$ cat src/sv/assert_macros.svh
// shared assertion macros, clocked on i_clk and masked during reset
`ifndef ASSERT_MACROS_SVH
`define ASSERT_MACROS_SVH

// plain property check
`define RTI_ASSERT(lbl, prop, msg) \
    lbl: assert property (@(posedge i_clk) disable iff (!i_rst_n) prop) else $error(msg);

// trigger in this cycle, consequence in the next
`define RTI_ASSERT_NEXT(lbl, trig, cons, msg) \
    lbl: assert property (@(posedge i_clk) disable iff (!i_rst_n) (trig) |=> (cons)) \
        else $error(msg);

`endif

$ cat src/sv/rti_pkg.sv
`timescale 1ns / 1ps
package rti_pkg;

    localparam int AXIS_POINTS = 32;
    localparam int AXIS_BITS   = $clog2(AXIS_POINTS);
    localparam int CNT_BITS    = $clog2(AXIS_POINTS + 1);
    localparam int SMP_ADDR_W  = 3 * AXIS_BITS;
    localparam int VALUE_WIDTH = 32;
    localparam int FRAC_BITS   = 16;
    localparam int DATA_W      = 32;
    localparam int IDX_W       = 15;
    localparam int OP_W        = 3;
    localparam int CFG_W       = 6;
    localparam int CFG_IDX_W   = 2;
    localparam int QUEUE_DEPTH = 2;

    localparam logic [OP_W-1:0] OP_LOAD_X = 3'd0;
    localparam logic [OP_W-1:0] OP_LOAD_Y = 3'd1;
    localparam logic [OP_W-1:0] OP_LOAD_Z = 3'd2;
    localparam logic [OP_W-1:0] OP_LOAD_S = 3'd3;
    localparam logic [OP_W-1:0] OP_QUERY  = 3'd4;

    localparam logic [CFG_IDX_W-1:0] CFG_X_POINTS = 2'd0;
    localparam logic [CFG_IDX_W-1:0] CFG_Y_POINTS = 2'd1;
    localparam logic [CFG_IDX_W-1:0] CFG_Z_POINTS = 2'd2;

    typedef enum logic [2:0] {
        K_X,
        K_Y,
        K_Z,
        K_S,
        K_Q
    } t_kind;

    typedef struct packed {
        t_kind                    kind;
        logic [IDX_W-1:0]         addr;
        logic signed [DATA_W-1:0] value;
        logic signed [DATA_W-1:0] qx;
        logic signed [DATA_W-1:0] qy;
        logic signed [DATA_W-1:0] qz;
    } t_item;

    typedef struct packed {
        logic [CFG_W-1:0] x;
        logic [CFG_W-1:0] y;
        logic [CFG_W-1:0] z;
    } t_points;

endpackage

$ cat src/sv/rti_front.sv
`timescale 1ns / 1ps
module rti_front (
    input  logic                              i_in_valid,
    input  logic [rti_pkg::OP_W-1:0]          i_opcode,
    input  logic [rti_pkg::IDX_W-1:0]         i_load_index,
    input  logic signed [rti_pkg::DATA_W-1:0] i_load_value,
    input  logic signed [rti_pkg::DATA_W-1:0] i_query_x,
    input  logic signed [rti_pkg::DATA_W-1:0] i_query_y,
    input  logic signed [rti_pkg::DATA_W-1:0] i_query_z,
    input  logic                              i_full,
    output logic                              o_in_stall,
    output logic                              o_push,
    output rti_pkg::t_item                    o_item
);

    logic w_keep;
    logic w_axis_ok;
    logic w_smp_ok;

    assign w_axis_ok = (i_load_index >> rti_pkg::AXIS_BITS) == '0;
    assign w_smp_ok  = (i_load_index >> rti_pkg::SMP_ADDR_W) == '0;

    // unknown opcodes and out-of-range loads are taken and dropped here
    always_comb begin
        o_item.addr  = i_load_index;
        o_item.value = i_load_value;
        o_item.qx    = i_query_x;
        o_item.qy    = i_query_y;
        o_item.qz    = i_query_z;
        unique case (i_opcode)
            rti_pkg::OP_LOAD_X: begin
                o_item.kind = rti_pkg::K_X;
                w_keep      = w_axis_ok;
            end
            rti_pkg::OP_LOAD_Y: begin
                o_item.kind = rti_pkg::K_Y;
                w_keep      = w_axis_ok;
            end
            rti_pkg::OP_LOAD_Z: begin
                o_item.kind = rti_pkg::K_Z;
                w_keep      = w_axis_ok;
            end
            rti_pkg::OP_LOAD_S: begin
                o_item.kind = rti_pkg::K_S;
                w_keep      = w_smp_ok;
            end
            rti_pkg::OP_QUERY: begin
                o_item.kind = rti_pkg::K_Q;
                w_keep      = 1'b1;
            end
            default: begin
                o_item.kind = rti_pkg::K_Q;
                w_keep      = 1'b0;
            end
        endcase
    end

    assign o_in_stall = i_full;
    assign o_push     = i_in_valid && !i_full && w_keep;

endmodule

$ cat config.mk
export PLATFORM = sky130hd
export DESIGN_NAME = rti_front
export DESIGN_NICKNAME = d
export VERILOG_FILES = /design/src/sv/assert_macros.svh /design/src/sv/rti_pkg.sv /design/src/sv/rti_front.sv
export SDC_FILE = /design/constraint.sdc
export NUM_CORES = 1
export LEC_CHECK = 0
export ABC_AREA = 1
export BUFFER_PORTS_ARGS = -buffer_cell sky130_fd_sc_hd__buf_2
export CORE_AREA = 2 2 115 117
export DETAILED_ROUTE_END_ITERATION = 8
export DIE_AREA = 0 0 117 119
export PLACE_DENSITY_LB_ADDON = 0.05
export SYNTH_ARGS = -nofsm -noshare
export SYNTH_HDL_FRONTEND = slang
export SYNTH_SLANG_ARGS = --single-unit
$ cat constraint.sdc
create_clock -name vclk -period 0.8
set_input_delay 0.04 -clock vclk [all_inputs]
set_output_delay 0.04 -clock vclk [all_outputs]
set_load 0.01 [all_outputs]
# == After elaboration in Yosys (flattened, before gate mapping) ==
# Index checks and enable logic that the tools add are counted.
# word_totals
output_inout_bits,148
regBits,0
word_cells,13
in_bits,148
# classes
eq_ne,4
n_reduce_logical,7
n_mux,2
# ops
operator,count
logical NOT 15 bit,1
case mux 3 bit (4 select lines),1
"== test 3 x 2 -> 1 bit, second input constant",2
"== test 3 x 1 -> 1 bit, second input constant",1
"== test 3 bit, second input constant",1
logical NOT 3 bit,1
OR reduction 3 bit,1
logical AND 1 bit,2
case mux 1 bit (2 select lines),1
OR reduction 2 bit,1
logical NOT 1 bit,1

# == Depth between registers and ports, before layout ==
# Gate-level depths: netlist of the first run.
# depth
ltp_word,4
ltp_mapped,5
depth_no_buf,5

# == Worst setup path after synthesis of the first run ==
# OpenSTA, ideal clock, no wires.
# synth_timing
kind,input to output
startpoint,input i_load_index[10] (netlist bit)
endpoint,output o_push
cell_stages,5
arrival_time_ns,0.473
n_path_buf,0
path_slack_ns,0.287
required_time_ns,0.760
path_cell_list,nor2_1 -> nand3_1 -> nor2_1 -> nor2_1 -> nor2_1
# synth_via
elab_chain_cells,3
# synth_rtl
element,line_no,source
start: declaration,rti_front.sv:5,"input logic [rti_pkg::IDX_W-1:0] i_load_index,"
logical NOT 15 bit,rti_front.sv:20,assign w_axis_ok = (i_load_index >> rti_pkg::AXIS_BITS) == '0;
case mux 1 bit (2 select lines),rti_front.sv:30,unique case (i_opcode)
logical AND 1 bit,rti_front.sv:59,assign o_push = i_in_valid && !i_full && w_keep;
end: declaration,rti_front.sv:12,"output logic o_push,"
# Every way passes these cells.

# == Final worst setup path of the first run ==
# layout_timing
startpoint,input i_load_index[13] (netlist bit)
endpoint,output o_push
# The elaborated chain is that of the path after synthesis.

==> run_results.csv, run 1 <==
group,metric,value,unit
synthesis,synth_fp_nets,310,
floorplan,coreArea,12870,sq um
flow_run,drv_cap,0,
route,drt_iter0_markers,1,
finish,postLayoutCellArea,500.5,sq um
sta,hold_viol,0,
finish,nFlopsAndLatches,0,
worst_setup_path,cp.arrival,0.69,ns
worst_setup_path,critPathCaptureType,"output pin",
pwr,seqPwrFrac,0,%
synthesis,yosys.area_share.xor_xnor,0,%
place,gp_congestion,0.5735,
sta,relSlewSlack,89.81,%
worst_setup_path,path_class,"input port to output pin",
synthesis,synth_area_leader_cell,"buf_4",
place,dp.cells,223,
synthesis,ys_types,9,
sta,finalCriticalPeriod,0.7340,ns
sta,drv_slew,0,
floorplan,num_rows,42,
synthesis,synth_cells,162,
synthesis,yosys-top-cells-count,"buf_4, nor2_1, inv_1",
pwr,powerDensity,301.7,nW/um^2
synthesis,synth-compound-area-share,1.080,%
sta,max_freq,1362,MHz
worst_setup_path,worstPathRequired,0.76,ns
finish,final_layout_size_suffix_gt1_share,80.85,%
sta,tightest_slew,0.1513,ns
pwr,combPwrFrac,100.0,%
synthesis,synthAdderAreaFrac,0,%
synthesis,yosys-top-cells-area,"buf_4, nor2_1, inv_1, nand3b_1, o21bai_1",
global_route,grtUsageTotal,2.086,%
synthesis,netlist.area_leader.share,93.30,%
route,drtPass1Iterations,3,
synthesis,synth.most_common_cell,"buf_4",
pwr,p_clk_share,0,%
finish,diodes,0,
floorplan,num_io_pins,296,
place,io_buffers,30,
finish,n_clock_buffer,0,
pwr,total_power,0.0001510,W
sta,setup_tns,0,ns
synthesis,syn_area_per_cell,7.152,sq um
route,wire_per_inst,8.614,um
floorplan,dieArea,13920,sq um
route,wirelength,1921,um
place,pre_cts_slack,-0.06693,ns
finish,area_growth,-56.80,%
global_route,grt_max_degree,6,
cts,ctsHoldBuffers,0,
floorplan,die_w,117,um
pwr,leakagePower,0.1657,nW
route,routed-via-count,411,
finish,final_cells,223,
worst_setup_path,cp-start-kind,"input port",
finish,multiInputGateArea,103.9,sq um
synthesis,synth_top_family_by_area,"buffers and inverters",
finish,seqCellArea,0,sq um
synthesis,yosys_warnings,0,
global_route,grt_pass1_vias,390,
sta,fin_crit_sh,91.75,%
pwr,p_int,0.00007599,W
pwr,ir_drop,0.01799,mV
pwr,swShare,49.67,%
synthesis,synth-simple-area-share,4.644,%
worst_setup_path,critPathMaxFanout,2,
floorplan,start_util,8.999,%
place,dpl.hpwl,1667,um
worst_hold_path,hold_path_class,"input port to output pin",
floorplan,chipHeight,119,um
global_route,grt_antenna_before_repair,0,
synthesis,yosys-mux-area-fraction,0,%
sta,worst_slack,0.06598,ns
finish,fillers,1530,
global_route,gr-total-overflow,0,
global_route,grt_first_pass_wirelength,2118,um
finish,nets,197,
place,dpl_cell_area,444.2,sq um
synthesis,ys_seq_area_share,0,%
pwr,netSwitchingPower,0.00007499,W
route,remaining_drc_errors,0,
route,vias_per_cell,1.843,
sta,setup_viol,0,
outcome,status,"finished, final reports clean",
route,ant_nets,0,
synthesis,syn_area,1159,sq um
-- metrics by stage --
stage | utilization [%] | hold slack, ns
2_1_floorplan | - | 0.1275
3_3_place_gp | 3.450 | 0.08007
3_5_place_dp | 3.450 | 0.08007
4_1_cts | 3.829 | 0.08007
5_1_grt | 3.887 | 0.08002
6_report | 3.887 | 0.08000
-- layer usage --
metal | wire (um) | vias to the layer above | track usage (%)
met5 | 0 | - | 0
met4 | 460 | 0 | 5.588
met3 | 418 | 54 | 1.018
met2 | 843 | 87 | 3.685
met1 | 198 | 156 | 0.06173
li1 | - | 114 | -
-- repair_timing --
action,in CTS,in global routing
resized for setup,11,3
endpoints found under the setup margin,1,1
gates cloned,0,0
buffers inserted,0,0
pin swaps,7,5
-- path summary, 6_finish.rpt --
kind	startpoint	to	slack [ns]	cells past startpoint
max	i_load_index[13]	o_push	0.07	7
min	i_query_x[7]	o_item[71]	0.08	0
-- layout make-up --
type | instances | area share, %
multi-input cells | 15 | 20.75
repair buffers | 30 | 33.75
well taps | 176 | 44.00
inverters | 2 | 1.500
-- kinds of logic (layout without fill, tap and decap cells) --
| group | count (synthesis) | after routing |
|---|---|---|
| buffers and inverters | 147 | 32 |
| and+or+nand+nor | 13 | 13 |
| AOI/OAI and AO/OA | 2 | 2 |
-- power by group through the flow --
stage          sequential [W]  clock (W)  combinational (W)
2_1_floorplan               0          0           0.000769
3_3_place_gp                0          0           0.000135
3_5_place_dp                0          0           0.000128
4_1_cts                     0          0           0.000150
5_1_grt                     0          0           0.000173
6_report                    0          0           0.000151
-- placed cells by master (no fill, tap or decap) --
cell / n
nand3_2: 1
nor2_2: 3
buf_2: 27
nor2_4: 3
o21ai_0: 1
o21bai_1: 1
inv_1: 2
nand3b_1: 1
buf_6: 3
nand2_2: 1
nor2_1: 4
-- worst max-delay path: stages --
cell and delay [ns]:
buf_2 0.11, nor2_2 0.11, nand2_2 0.08, nor2_4 0.11, nor2_1 0.05, nor2_1 0.07
buf_2 0.13
Note: power is estimated with default switching activity, not from simulation.
==> inputs of run 2 (changes only) <==
--- a/config.mk
+++ b/config.mk
@@ -7,9 +7,11 @@
 export LEC_CHECK = 0
 export ABC_AREA = 1
 export BUFFER_PORTS_ARGS = -buffer_cell sky130_fd_sc_hd__buf_2
-export CORE_AREA = 2 2 115 117
+export CELL_PAD_IN_SITES_DETAIL_PLACEMENT = 0
+export CELL_PAD_IN_SITES_GLOBAL_PLACEMENT = 1
+export CORE_AREA = 2 2 114 116
 export DETAILED_ROUTE_END_ITERATION = 8
-export DIE_AREA = 0 0 117 119
+export DIE_AREA = 0 0 116 118
 export PLACE_DENSITY_LB_ADDON = 0.05
 export SYNTH_ARGS = -nofsm -noshare
 export SYNTH_HDL_FRONTEND = slang
==> run 2 against run 1 <==
  * Global-route usage increased by 0.58 points
  * Sequential share of layout area unchanged
  * Maximum frequency increased by 0.39%
  * Combinational power increased by 33%
  * Worst hold slack about the same
  * Critical path type unchanged
==> run_results.csv, run 2 (same netlist as run 1, synthesis figures left out) <==
group,metric,value,unit
outcome,status,"finished, final reports clean",
floorplan,chipHeight,118,um
pwr,seqPwrFrac,0,%
finish,nFlopsAndLatches,0,
finish,layout_common_cells,"buf_2, buf_6, buf_4, nor2_4, nor2_1",
worst_setup_path,critPathCaptureType,"output pin",
sta,worst_slack,0.06883,ns
route,vias_per_cell,1.933,
cts,ctsHoldBuffers,0,
floorplan,num_io_pins,296,
sta,relSlewSlack,85.60,%
worst_setup_path,path_class,"input port to output pin",
pwr,powerDensity,346.9,nW/um^2
floorplan,dieArea,13690,sq um
worst_setup_path,cp.arrival,0.69,ns
pwr,netSwitchingPower,0.00009098,W
flow_run,drv_cap,0,
place,dpl_cell_area,484.2,sq um
global_route,grt_first_pass_wirelength,2808,um
sta,drv_slew,0,
global_route,grt_antenna_before_repair,0,
finish,final_layout_size_suffix_gt1_share,84.91,%
floorplan,num_rows,41,
place,dpl.hpwl,1959,um
finish,area_growth,-50.11,%
global_route,gr-total-overflow,0,
sta,tightest_slew,0.2137,ns
finish,seqCellArea,0,sq um
sta,setup_tns,0,ns
finish,nets,203,
worst_setup_path,cp-start-kind,"input port",
global_route,grtUsageTotal,2.663,%
pwr,swShare,45.37,%
route,wirelength,2245,um
finish,n_clock_buffer,0,
worst_setup_path,critPathMaxFanout,2,
place,pre_cts_slack,-0.06276,ns
route,drtPass1Iterations,2,
finish,diodes,0,
pwr,p_clk_share,0,%
pwr,combPwrFrac,100.0,%
global_route,grt_max_degree,4,
sta,max_freq,1368,MHz
floorplan,coreArea,12410,sq um
pwr,leakagePower,0.2037,nW
sta,setup_viol,0,
route,drt_iter0_markers,10,
route,ant_nets,0,
pwr,ir_drop,0.02176,mV
route,wire_per_inst,9.978,um
sta,finalCriticalPeriod,0.7312,ns
place,io_buffers,30,
sta,fin_crit_sh,91.40,%
finish,postLayoutCellArea,578.1,sq um
place,gp_congestion,0.6100,
floorplan,start_util,9.333,%
worst_setup_path,worstPathRequired,0.76,ns
finish,fillers,1502,
sta,hold_viol,0,
finish,mostFrequentLayoutCell,"buf_2",
route,remaining_drc_errors,0,
pwr,p_int,0.0001096,W
route,routed-via-count,435,
pwr,total_power,0.0002005,W
worst_hold_path,hold_path_class,"input port to output pin",
finish,multiInputGateArea,116.4,sq um
floorplan,die_w,116,um
global_route,grt_pass1_vias,477,
[run 2: cell types whose count changed in the layout (fill, tap and decap cells not counted), sizes merged]
cell	delta
buf	+6
[run 2: final cells by class]
| class | count | area share (%) |
|---|---|---|
| inverters | 2 | 1.299 |
| multi-input cells | 15 | 20.13 |
| well taps | 172 | 37.23 |
| repair buffers | 36 | 41.34 |
[run 2: path summary, 6_finish.rpt]
kind / slack (ns) / depth (start not counted) / endpoint / from
worst max-delay path: 0.07 / 5 / o_push / i_opcode[1]
worst min-delay path: 0.08 / 0 / o_item[17] / i_query_z[17]
[run 2: layer usage]
layer	GRT usage (%)	part of all wire, %	up-vias
met4	5.357	18	0
met5	0	0	-
met2	4.057	39	73
met3	1.854	25	58
li1	-	-	126
met1	1.054	19	178
[run 2: timing repair]
item                       in CTS  in global routing
setup endpoints to repair       1                  1
buffers inserted                0                  0
pin swaps                       7                  7
gates resized for setup        14                  8
[run 2: worst max-delay path, stage by stage]
cell	delay, ns
buf_2	0.10
o21ai_0	0.21
nand3b_1	0.10
nor2_1	0.10
buf_2	0.13
[run 2: metrics by stage]
stage | cells | hold WS [ns] | util (%)
after global placement | 225 | 0.08007 | 3.900
after floorplan | 162 | 0.1275 | -
after detailed placement | 225 | 0.08007 | 3.900
after global routing | 225 | 0.08002 | 4.656
after CTS | 225 | 0.08007 | 4.414
final | 225 | 0.08000 | 4.656
[run 2: power groups by stage]
stage | registers, W | clock network (W) | logic (W)
after CTS | 0 | 0 | 0.000191
after floorplan | 0 | 0 | 0.000769
after global routing | 0 | 0 | 0.000222
after detailed placement | 0 | 0 | 0.000162
after global placement | 0 | 0 | 0.000170
final | 0 | 0 | 0.000201
