**src/sv/assert_macros.svh**
```systemverilog
// shared assertion macros, clocked on i_clk and masked during reset
`ifndef ASSERT_MACROS_SVH
`define ASSERT_MACROS_SVH

// plain property check
`define RTI_ASSERT(lbl, prop, msg) \
    lbl: assert property (@(posedge i_clk) disable iff (!i_rst_n) prop) else $error(msg);

// trigger in this cycle, consequence in the next
`define RTI_ASSERT_NEXT(lbl, trig, cons, msg) \
    lbl: assert property (@(posedge i_clk) disable iff (!i_rst_n) (trig) |=> (cons)) \
        else $error(msg);

`endif

```
**src/sv/rti_pkg.sv**
```systemverilog
`timescale 1ns / 1ps
package rti_pkg;

    localparam int AXIS_POINTS = 32;
    localparam int AXIS_BITS   = $clog2(AXIS_POINTS);
    localparam int CNT_BITS    = $clog2(AXIS_POINTS + 1);
    localparam int SMP_ADDR_W  = 3 * AXIS_BITS;
    localparam int VALUE_WIDTH = 32;
    localparam int FRAC_BITS   = 16;
    localparam int DATA_W      = 32;
    localparam int IDX_W       = 15;
    localparam int OP_W        = 3;
    localparam int CFG_W       = 6;
    localparam int CFG_IDX_W   = 2;
    localparam int QUEUE_DEPTH = 2;

    localparam logic [OP_W-1:0] OP_LOAD_X = 3'd0;
    localparam logic [OP_W-1:0] OP_LOAD_Y = 3'd1;
    localparam logic [OP_W-1:0] OP_LOAD_Z = 3'd2;
    localparam logic [OP_W-1:0] OP_LOAD_S = 3'd3;
    localparam logic [OP_W-1:0] OP_QUERY  = 3'd4;

    localparam logic [CFG_IDX_W-1:0] CFG_X_POINTS = 2'd0;
    localparam logic [CFG_IDX_W-1:0] CFG_Y_POINTS = 2'd1;
    localparam logic [CFG_IDX_W-1:0] CFG_Z_POINTS = 2'd2;

    typedef enum logic [2:0] {
        K_X,
        K_Y,
        K_Z,
        K_S,
        K_Q
    } t_kind;

    typedef struct packed {
        t_kind                    kind;
        logic [IDX_W-1:0]         addr;
        logic signed [DATA_W-1:0] value;
        logic signed [DATA_W-1:0] qx;
        logic signed [DATA_W-1:0] qy;
        logic signed [DATA_W-1:0] qz;
    } t_item;

    typedef struct packed {
        logic [CFG_W-1:0] x;
        logic [CFG_W-1:0] y;
        logic [CFG_W-1:0] z;
    } t_points;

endpackage

```
**src/sv/rti_queue.sv**
```systemverilog
`timescale 1ns / 1ps
module rti_queue #(
    parameter int DEPTH = rti_pkg::QUEUE_DEPTH
) (
    input  logic           i_clk,
    input  logic           i_rst_n,
    input  logic           i_push,
    input  rti_pkg::t_item i_item,
    input  logic           i_pop,
    output logic           o_full,
    output logic           o_valid,
    output rti_pkg::t_item o_item
);

    localparam int PTR_W = (DEPTH > 1) ? $clog2(DEPTH) : 1;
    localparam int CNT_W = $clog2(DEPTH + 1);

    rti_pkg::t_item   r_mem [DEPTH];
    logic [PTR_W-1:0] r_wr;
    logic [PTR_W-1:0] r_rd;
    logic [CNT_W-1:0] r_count;

    assign o_full  = r_count == CNT_W'(DEPTH);
    assign o_valid = r_count != '0;
    assign o_item  = r_mem[r_rd];

    always_ff @(posedge i_clk) begin
        if (i_push) begin
            r_mem[r_wr] <= i_item;
        end
    end

    always_ff @(posedge i_clk) begin
        if (!i_rst_n) begin
            r_wr    <= '0;
            r_rd    <= '0;
            r_count <= '0;
        end else begin
            if (i_push) begin
                r_wr <= (r_wr == PTR_W'(DEPTH - 1)) ? '0 : r_wr + 1'b1;
            end
            if (i_pop) begin
                r_rd <= (r_rd == PTR_W'(DEPTH - 1)) ? '0 : r_rd + 1'b1;
            end
            r_count <= r_count + CNT_W'(i_push) - CNT_W'(i_pop);
        end
    end

endmodule

```
**config.mk**
```make
export PLATFORM = sky130hd
export DESIGN_NAME = rti_queue
export DESIGN_NICKNAME = d
export VERILOG_FILES = /design/src/sv/assert_macros.svh /design/src/sv/rti_pkg.sv /design/src/sv/rti_queue.sv
export SDC_FILE = /design/constraint.sdc
export NUM_CORES = 1
export LEC_CHECK = 0
export BUFFER_PORTS_ARGS = -buffer_cell sky130_fd_sc_hd__buf_2
export CAP_MARGIN = 20
export CORE_ASPECT_RATIO = 1.25
export CORE_MARGIN = 8
export CORE_UTILIZATION = 44
export CTS_BUF_LIST = sky130_fd_sc_hd__clkbuf_2 sky130_fd_sc_hd__clkbuf_4 sky130_fd_sc_hd__clkbuf_8
export DETAILED_ROUTE_END_ITERATION = 12
export GPL_TIMING_DRIVEN = 0
export PLACE_DENSITY = 0.69
export SLEW_MARGIN = 0
export SYNTH_ARGS = -nofsm -noshare
export SYNTH_HDL_FRONTEND = slang
export SYNTH_SLANG_ARGS = --single-unit
```
**constraint.sdc**
```tcl
create_clock -name i_clk -period 9.6 [get_ports i_clk]
set_input_delay 0.96 -clock i_clk [delete_from_list [all_inputs] [get_ports i_clk]]
set_output_delay 0.96 -clock i_clk [all_outputs]
set_load 0.02 [all_outputs]
```
# Word level (Yosys, flattened, before mapping)
# Memory sizes are Yosys's and may differ from the RTL's. A register that Yosys moved wholly into a read port is not among the register bits.
# Cells that the tools add are included.
# Widths: inputs -> output; s select.
[word_totals]
memories = 1
in_bits = 150
ramBits = 292
wordCells = 16
ff_bits = 4
[mem_list]
columns = ["memory", "words", "width", "read_ports", "rd_ports_with_merged_regs", "write_ports", "line", "text"]
rows = [
  ["r_mem", 2, 146, 1, 1, 1, "rti_queue.sv:18", "rti_pkg::t_item r_mem [DEPTH];"],
]
[classes]
addsub = 4
mux = 6
n_reduce_logical = 1
eq_ne = 1
[op_table]
columns = ["op", "n"]
rows = [
  ["$mux 1", 6],
  ["$add 1x1->1 const B", 2],
  ["$add 2x1->2", 1],
  ["$eq 2x2->1 const B", 1],
  ["$reduce_bool 2->1", 1],
  ["$sub 2x1->2", 1],
]

# Longest topological paths before layout
# Gate-level depths: netlist of the first run.
[depth]
ltp_word = 4
mapped_depth = 6
depth_no_buf = 6

# Least setup slack after synthesis of the first run
# OpenSTA, ideal clock, no wires.
[synth_timing]
path_kind = "input port to flip-flop"
from = "in i_push"
to = "mem r_mem[0][0] in the netlist's numbering, enable pin"
required_time_ns = 8.929
setup_time_ns = 0.671
stages = 1
t_arrival_ns = 7.308
path_slack_ns = 1.621
path_cell_list = "nor2b_1"
[synth_via]
elab_chain_cells = 2
[synth_lines]
columns = ["element", "line", "text"]
rows = [
  ["start, declared", "rti_queue.sv:7", "input logic i_push,"],
  ["$mux 1", "rti_queue.sv:28", "if (i_push) begin"],
  ["$mux 1 (not written as such)", "rti_queue.sv:29", "r_mem[r_wr] <= i_item;"],
  ["end, declared", "rti_queue.sv:18", ""],
]
# No other way between the ends.

==> reports/qor.yml, run 1 <==
setup_viol: 0
cts_buffers: 46
setup_tns_ns: 0
worstSetupEndpointType: "output port"
worstReg2RegStart: "r_wr$_SDFFE_PN0P_"
io_pins: 298
worstSetupPathType: "flop to output port"
dpl_cell_area_sq_um: 12900
syn_area_sq_um: 10800
cts_hold_buf: 0
yosys_warnings: 0
drive_gt1_share_pct: 62.8
seq_area_frac_synth_pct: 81.8
p_clk_share_pct: 34.4
final_cells: 1188
synth-seq-cells: 297
m1WireLength_um: 8000
dr_wl_met2_um: 12200
max_freq_mhz: 355
dp_cells: 1109
drt_first_pass_iters: 4
cts_tree: "done"
nets: 979
cts.repair.resized: 0
top_layer_used: "met5"
start_kind: "flop"
place_hpwl_um: 16000
clkTransAtPathRegs_ns: 0.06
powerDensity_nw_per_um2: 208
vdd.ir_drop.worst_uv: 155
drcViolationCount: 0
viasPerCell: 4.73
htreeDepth: 2
max_slew.worst_pin.slew_ns: 0.798
clock_path_buffers: 3
die_height_um: 192
rsz0062_at_grt: "false"
num_rows: 64
cts_root_buf: "clkbuf_8"
holdCritPathClass: "flop to flop"
critPathArrivalTime_ns: 1.86
grt_pass1_wl_um: 33400
antenna_found_initial: 5
synth_fp_nets: 627
routedWlPerCell_um: 19.1
min_period_ns: 2.82
clock_latency_ns: 0.53
layout_commonest_cell: "buf_2"
avgSynthCellArea_sq_um: 22.8
fin_worst_skew_ns: 0.0175
first_iter_violations: 188
synth_cell_types: 13
areaGrowthSynthToFinish_pct: 27.2
maxSlewViolCount: 0
maxSlewHeadroom_pct: 46.7
combPwrFrac_pct: 12.9
sequentialPowerShare_pct: 52.7
p_int_mw: 2.20
grt_max_degree: 64
met3WireLength_um: 1910
grt.total_usage_pct: 14.7
post-route-cell-area_sq_um: 13800
drt_wl_total_um: 22700
cap_violations: 0
status: "finished clean"
netlist_instances: 475
hold_start: "r_rd$_SDFFE_PN0P_"
post-route-util_pct: 56.7
fp.dieArea_sq_um: 30000
power.share.switching_pct: 23.3
finalHoldViolCount: 0
nFillCells: 2011
final_cell_mix: "buf_2, edfxtp_1, mux2_2"
power.switching_mw: 0.670
initial_core_util_pct: 44.6
worst_ep_required_time_ns: 8.64
grt_remaining_overflow: 0
p_total_mw: 2.87
die_width_um: 156
io_buffers: 297
crit_fanout: 10
detail-route-antenna-nets: 0
grt_pass1_vias: 6198
clock-sinks: 297
fin_crit_sh_pct: 29.3
p_leak_nw: 5.21
core-area_sq_um: 24300
post_cts_buffers: 0
gp_congestion: 0.719
num_vias: 5623
==> Yosys cell counts <==
cell type | count | share of area [%]
buf_6 | 6 | 0.62
or2_2 | 1 | 0.058
xor2_1 | 1 | 0.081
mux2_2 | 146 | 15
clkbuf_8 | 10 | 1.3
xnor3_1 | 1 | 0.21
dfxtp_1 | 5 | 0.92
inv_1 | 2 | 0.069
edfxtp_1 | 292 | 81
nor2b_1 | 4 | 0.23
o21a_1 | 1 | 0.069
ha_1 | 2 | 0.23
and2_1 | 4 | 0.23
==> layer usage <==
layer  global-route usage (%)  vias up
met3                     5.47       47
met2                     26.6      225
met1                     15.1     2741
met5                        0        -
met4                     5.96        4
li1                         -     2606
==> worst max-delay path: stages, from the launching register on <==
cell and delay, ns:
dfxtp_1 0.36, buf_6 0.21, clkbuf_8 0.22, mux2_2 0.36, buf_2 0.17
==> state kept, by name, indices dropped and copies added, names as in the netlist, named ones only <==
name / cells
r_count: 2
r_mem: 292
r_rd: 1
r_wr: 1
==> cell type report <==
type | instances | area, sq um | share of cell area (%)
multi-input cells | 160 | 1770 | 12.9
flip-flops and latches | 297 | 8870 | 64.3
diodes | 3 | 7.51 | 0.0544
inverters | 2 | 7.51 | 0.0544
clock inverters | 14 | 88.8 | 0.644
clock buffers | 62 | 772 | 5.60
repair buffers | 304 | 1660 | 12.0
well taps | 330 | 413 | 2.99
plain buffers | 16 | 205 | 1.49
==> power by group through the flow <==
| stage | registers (mW) | logic [mW] | clock network [mW] |
|---|---|---|---|
| floorplan | 1.55 | 0.229 | 0 |
| global placement | 1.56 | 0.361 | 0 |
| detailed placement | 1.54 | 0.377 | 0 |
| CTS | 1.51 | 0.379 | 1.03 |
| global route | 1.52 | 0.396 | 1.07 |
| finish | 1.51 | 0.370 | 0.988 |
==> stage by stage <==
step | hold WS, ns | setup WS (ns)
CTS | 0.563 | 6.70
global placement | 0.566 | -2.60
finish | 0.581 | 6.78
floorplan | 0.555 | 1.62
global route | 0.568 | 6.68
detailed placement | 0.568 | 6.95
==> cell families after synthesis <==
| group | synth area share (%) |
|---|---|
| compound gates | 0.0692 |
| xor+xnor | 0.288 |
| fa+ha+maj | 0.231 |
| buf+inv | 1.96 |
| flops | 81.8 |
| mux | 15.2 |
| simple gates | 0.519 |
==> final timing paths <==
check                                               to  slack [ns]  cells past startpoint
worst max-delay path                        o_item[17]        6.78                      4
worst min-delay path                              flop        0.58                      2
worst max register to register  r_mem[0][26]$_DFFE_PP_        7.77                      3
worst min register to register                    flop        0.58                      2
Power figures use the tool's default switching activity.
==> run 2, diff against run 1 <==
--- a/config.mk
+++ b/config.mk
@@ -5,6 +5,7 @@
 export SDC_FILE = /design/constraint.sdc
 export NUM_CORES = 1
 export LEC_CHECK = 0
+export ABC_AREA = 1
 export BUFFER_PORTS_ARGS = -buffer_cell sky130_fd_sc_hd__buf_2
 export CAP_MARGIN = 20
 export CORE_ASPECT_RATIO = 1.25
==> constraint.sdc (replaced) <==
create_clock -name i_clk -period 2.8 [get_ports i_clk]
set_input_delay 0.28 -clock i_clk [delete_from_list [all_inputs] [get_ports i_clk]]
set_output_delay 0.28 -clock i_clk [all_outputs]
set_load 0.02 [all_outputs]
==> reports/qor.yml, run 2 <==
seq_area_frac_synth_pct: 81.8  # about the same
postSynth.asyncResetShare_pct: 0  # unchanged
maxSlewHeadroom_pct: 44.2  # -2.5 points
cts_root_buf: "clkbuf_8"
fin_worst_skew_ns: 0.00996  # -0.00757 ns
final_cell_mix: "buf_2, edfxtp_1, dlygate4sd3_1"
r2r_cells: 3  # unchanged
p_clk_share_pct: 33.1  # -1.3 points
synth_fp_nets: 639  # +1.9%
clock-sinks: 297  # unchanged
grt.total_usage_pct: 16.8  # +2.1 points
io_buffers: 297  # unchanged
hold_start: "i_push"
combPwrFrac_pct: 13.5  # +0.6 points
die_width_um: 156  # about the same
yosys_warnings: 0  # unchanged
die_height_um: 192  # about the same
fp.dieArea_sq_um: 30000  # about the same
p_int_mw: 7.45  # +240%
grt_pass1_vias: 7278  # +17%
maxSlewViolCount: 0  # unchanged
drive_gt1_share_pct: 52.4  # -10 points
status: "finished clean"
largest-register: "r_mem"
drcViolationCount: 0  # unchanged
clock_path_buffers: 3  # unchanged
reg_top3: "r_mem x292, r_count x2"
grt_remaining_overflow: 0  # unchanged
areaGrowthSynthToFinish_pct: 40.7
p_leak_nw: 5.82  # +12%
synthDominantCellAreaShare_pct: 80.9  # about the same
whs_endpoint: "r_wr$_SDFFE_PN0P_"
num_rows: 64  # unchanged
clock_latency_ns: 0.54  # about the same
sequentialPowerShare_pct: 53.4  # +0.7 points
place_hpwl_um: 16400  # +2.4%
finalHoldViolCount: 0  # unchanged
start_kind: "flop"
io_pins: 298  # unchanged
holdCritPathClass: "input pin to flop"
p_total_mw: 9.75  # +240%
dp_cells: 1123  # +1.3%
detail-route-antenna-nets: 0  # unchanged
initial_core_util_pct: 44.5  # about the same
worstSetupPathType: "flop to output port"
post-route-util_pct: 62.7  # +6.0 points
antenna_found_initial: 1  # -4
routedWlPerCell_um: 18.9  # -1.1%
gp_congestion: 0.730  # +1.5%
htreeDepth: 2  # unchanged
nets: 1140  # +16%
dpl_cell_area_sq_um: 13000  # +0.27%
crit_fanout: 10  # unchanged
avgSynthCellArea_sq_um: 22.3  # -2.5%
setup_ws_ns: 0.674  # -6.11 ns
grt_max_degree: 41  # -36%
layout_commonest_cell: "buf_2"
viasPerCell: 4.69  # -0.84%
min_path_cells: 3  # +1
largest_register_ffs: 292  # unchanged
drt_first_pass_iters: 4  # unchanged
first_iter_violations: 209  # +11%
synthFlopType: "edfxtp_1"
core-area_sq_um: 24300  # unchanged
max_freq_mhz: 470
power.share.switching_pct: 23.6  # +0.31 points
grt_pass1_wl_um: 38800  # +16%
vdd.ir_drop.worst_uv: 442  # +190%
cts_tree: "done"
synth_edf_count: 292  # unchanged
fin_crit_sh_pct: 75.9
min_period_ns: 2.13
rsz0062_at_grt: "false"
worstReg2RegStart: "r_wr$_SDFFE_PN0P_"
synth_common_cells: "edfxtp_1, mux2_2, clkbuf_8"
critPathArrivalTime_ns: 1.85  # about the same
clkTransAtPathRegs_ns: 0.06  # about the same
cts_buffers: 45  # -2.2%
power.switching_mw: 2.30  # +240%
synth_top_area_cell: "edfxtp_1"
r2r_slack_ns: 0.93  # -6.84 ns
max_slew.worst_pin.slew_ns: 0.835  # +0.0372 ns
num_vias: 6336  # +13%
place_ws_ns: 0.802  # -6.15 ns
yosysMostFrequentCell: "edfxtp_1"
synth_cell_types: 11  # -2
synth-seq-cells: 297  # unchanged
cap_violations: 0  # unchanged
setup_tns_ns: 0  # unchanged
setup_viol: 0  # unchanged
synth_area_leaders: "edfxtp_1, mux2_2, clkbuf_8, dfxtp_1, buf_6"
netlist_instances: 487  # +2.5%
worst_ep_required_time_ns: 2.52  # -6.12 ns
final_cells: 1350  # +14%
post-route-cell-area_sq_um: 15300  # +11%
drt_wl_total_um: 25500  # +12%
powerDensity_nw_per_um2: 639  # +210%
hold_ws_ns: 0.0400  # -0.541 ns
syn_area_sq_um: 10800  # about the same
r2r-end: "r_mem[1][63]$_DFFE_PP_"
worstSetupEndpointType: "output port"
[run 2: cell count changes after synthesis, sizes merged, moves of 4 or more]
cell | before | now
and2 | 4 | 0
nor2 | 0 | 8
nand2 | 0 | 9
inv | 2 | 7
nor2b | 4 | 0
[run 2: critical path, cell delays in order (launching register included)]
cell and delay (ns):
dfxtp_1 0.36, buf_6 0.21, clkbuf_8 0.22, mux2_2 0.36, buf_2 0.17
[run 2: cell type report]
cell class / instances / area [sq um]
sequential: 297 / 8870
clock inverter: 20 / 83.8
timing repair buffer: 454 / 3170
multi-input combinational: 167 / 1750
tap: 330 / 413
buffer: 16 / 205
fill: 1791 / 9090
clock buffer: 58 / 729
inverter: 7 / 30.0
antenna: 1 / 2.50
[run 2: how the worst max path moves through the flow]
stage / cells past startpoint / endpoint / start
3_5_place_dp: 6 / r_mem[0][47]$_DFFE_PP_ / i_push
2_1_floorplan: 2 / r_mem[1][0]$_DFFE_PP_ / r_wr$_SDFFE_PN0P_
3_3_place_gp: 3 / r_mem[1][26]$_DFFE_PP_ / i_push
6_report: 4 / o_item[58] / flop
5_1_grt: 4 / o_item[56] / flop
4_1_cts: 4 / o_item[63] / flop
[run 2: power by group through the flow]
| stage | registers (mW) | logic (mW) | clock network, mW |
|---|---|---|---|
| global placement | 5.31 | 1.09 | 0 |
| detailed placement | 5.29 | 1.15 | 0 |
| finish | 5.20 | 1.32 | 3.23 |
| CTS | 5.20 | 1.33 | 3.32 |
| floorplan | 5.29 | 0.674 | 0 |
| global route | 5.22 | 1.40 | 3.50 |
[run 2: logic make-up (layout without fill, tap and decap cells)]
logic type	after synthesis	count (layout)	synth area share, %
flip-flops	297	297	81.8
multiplexers	146	146	15.2
buffers and inverters	23	555	2.13
AND/OR/NAND/NOR	18	18	0.635
adder cells (fa/ha/maj)	2	2	0.231
AO/OA/AOI/OAI	1	1	0.0461
other	0	1	0
[run 2: repair_timing]
action,in CTS,in global routing
hold buffers,148,0
setup buffers,0,0
resized for setup,0,0
endpoints found under the setup margin,0,0
hold endpoints to repair,297,0
[run 2: routing by layer]
layer | vias up | wire length [um] | track usage [%] | part of all wire [%]
met4 | 0 | 958 | 7.81 | 3.8
li1 | 2937 | - | - | -
met1 | 3088 | 8560 | 16.5 | 34
met5 | - | 0 | 0 | 0
met3 | 66 | 1950 | 5.38 | 7.6
met2 | 245 | 14100 | 31.2 | 55
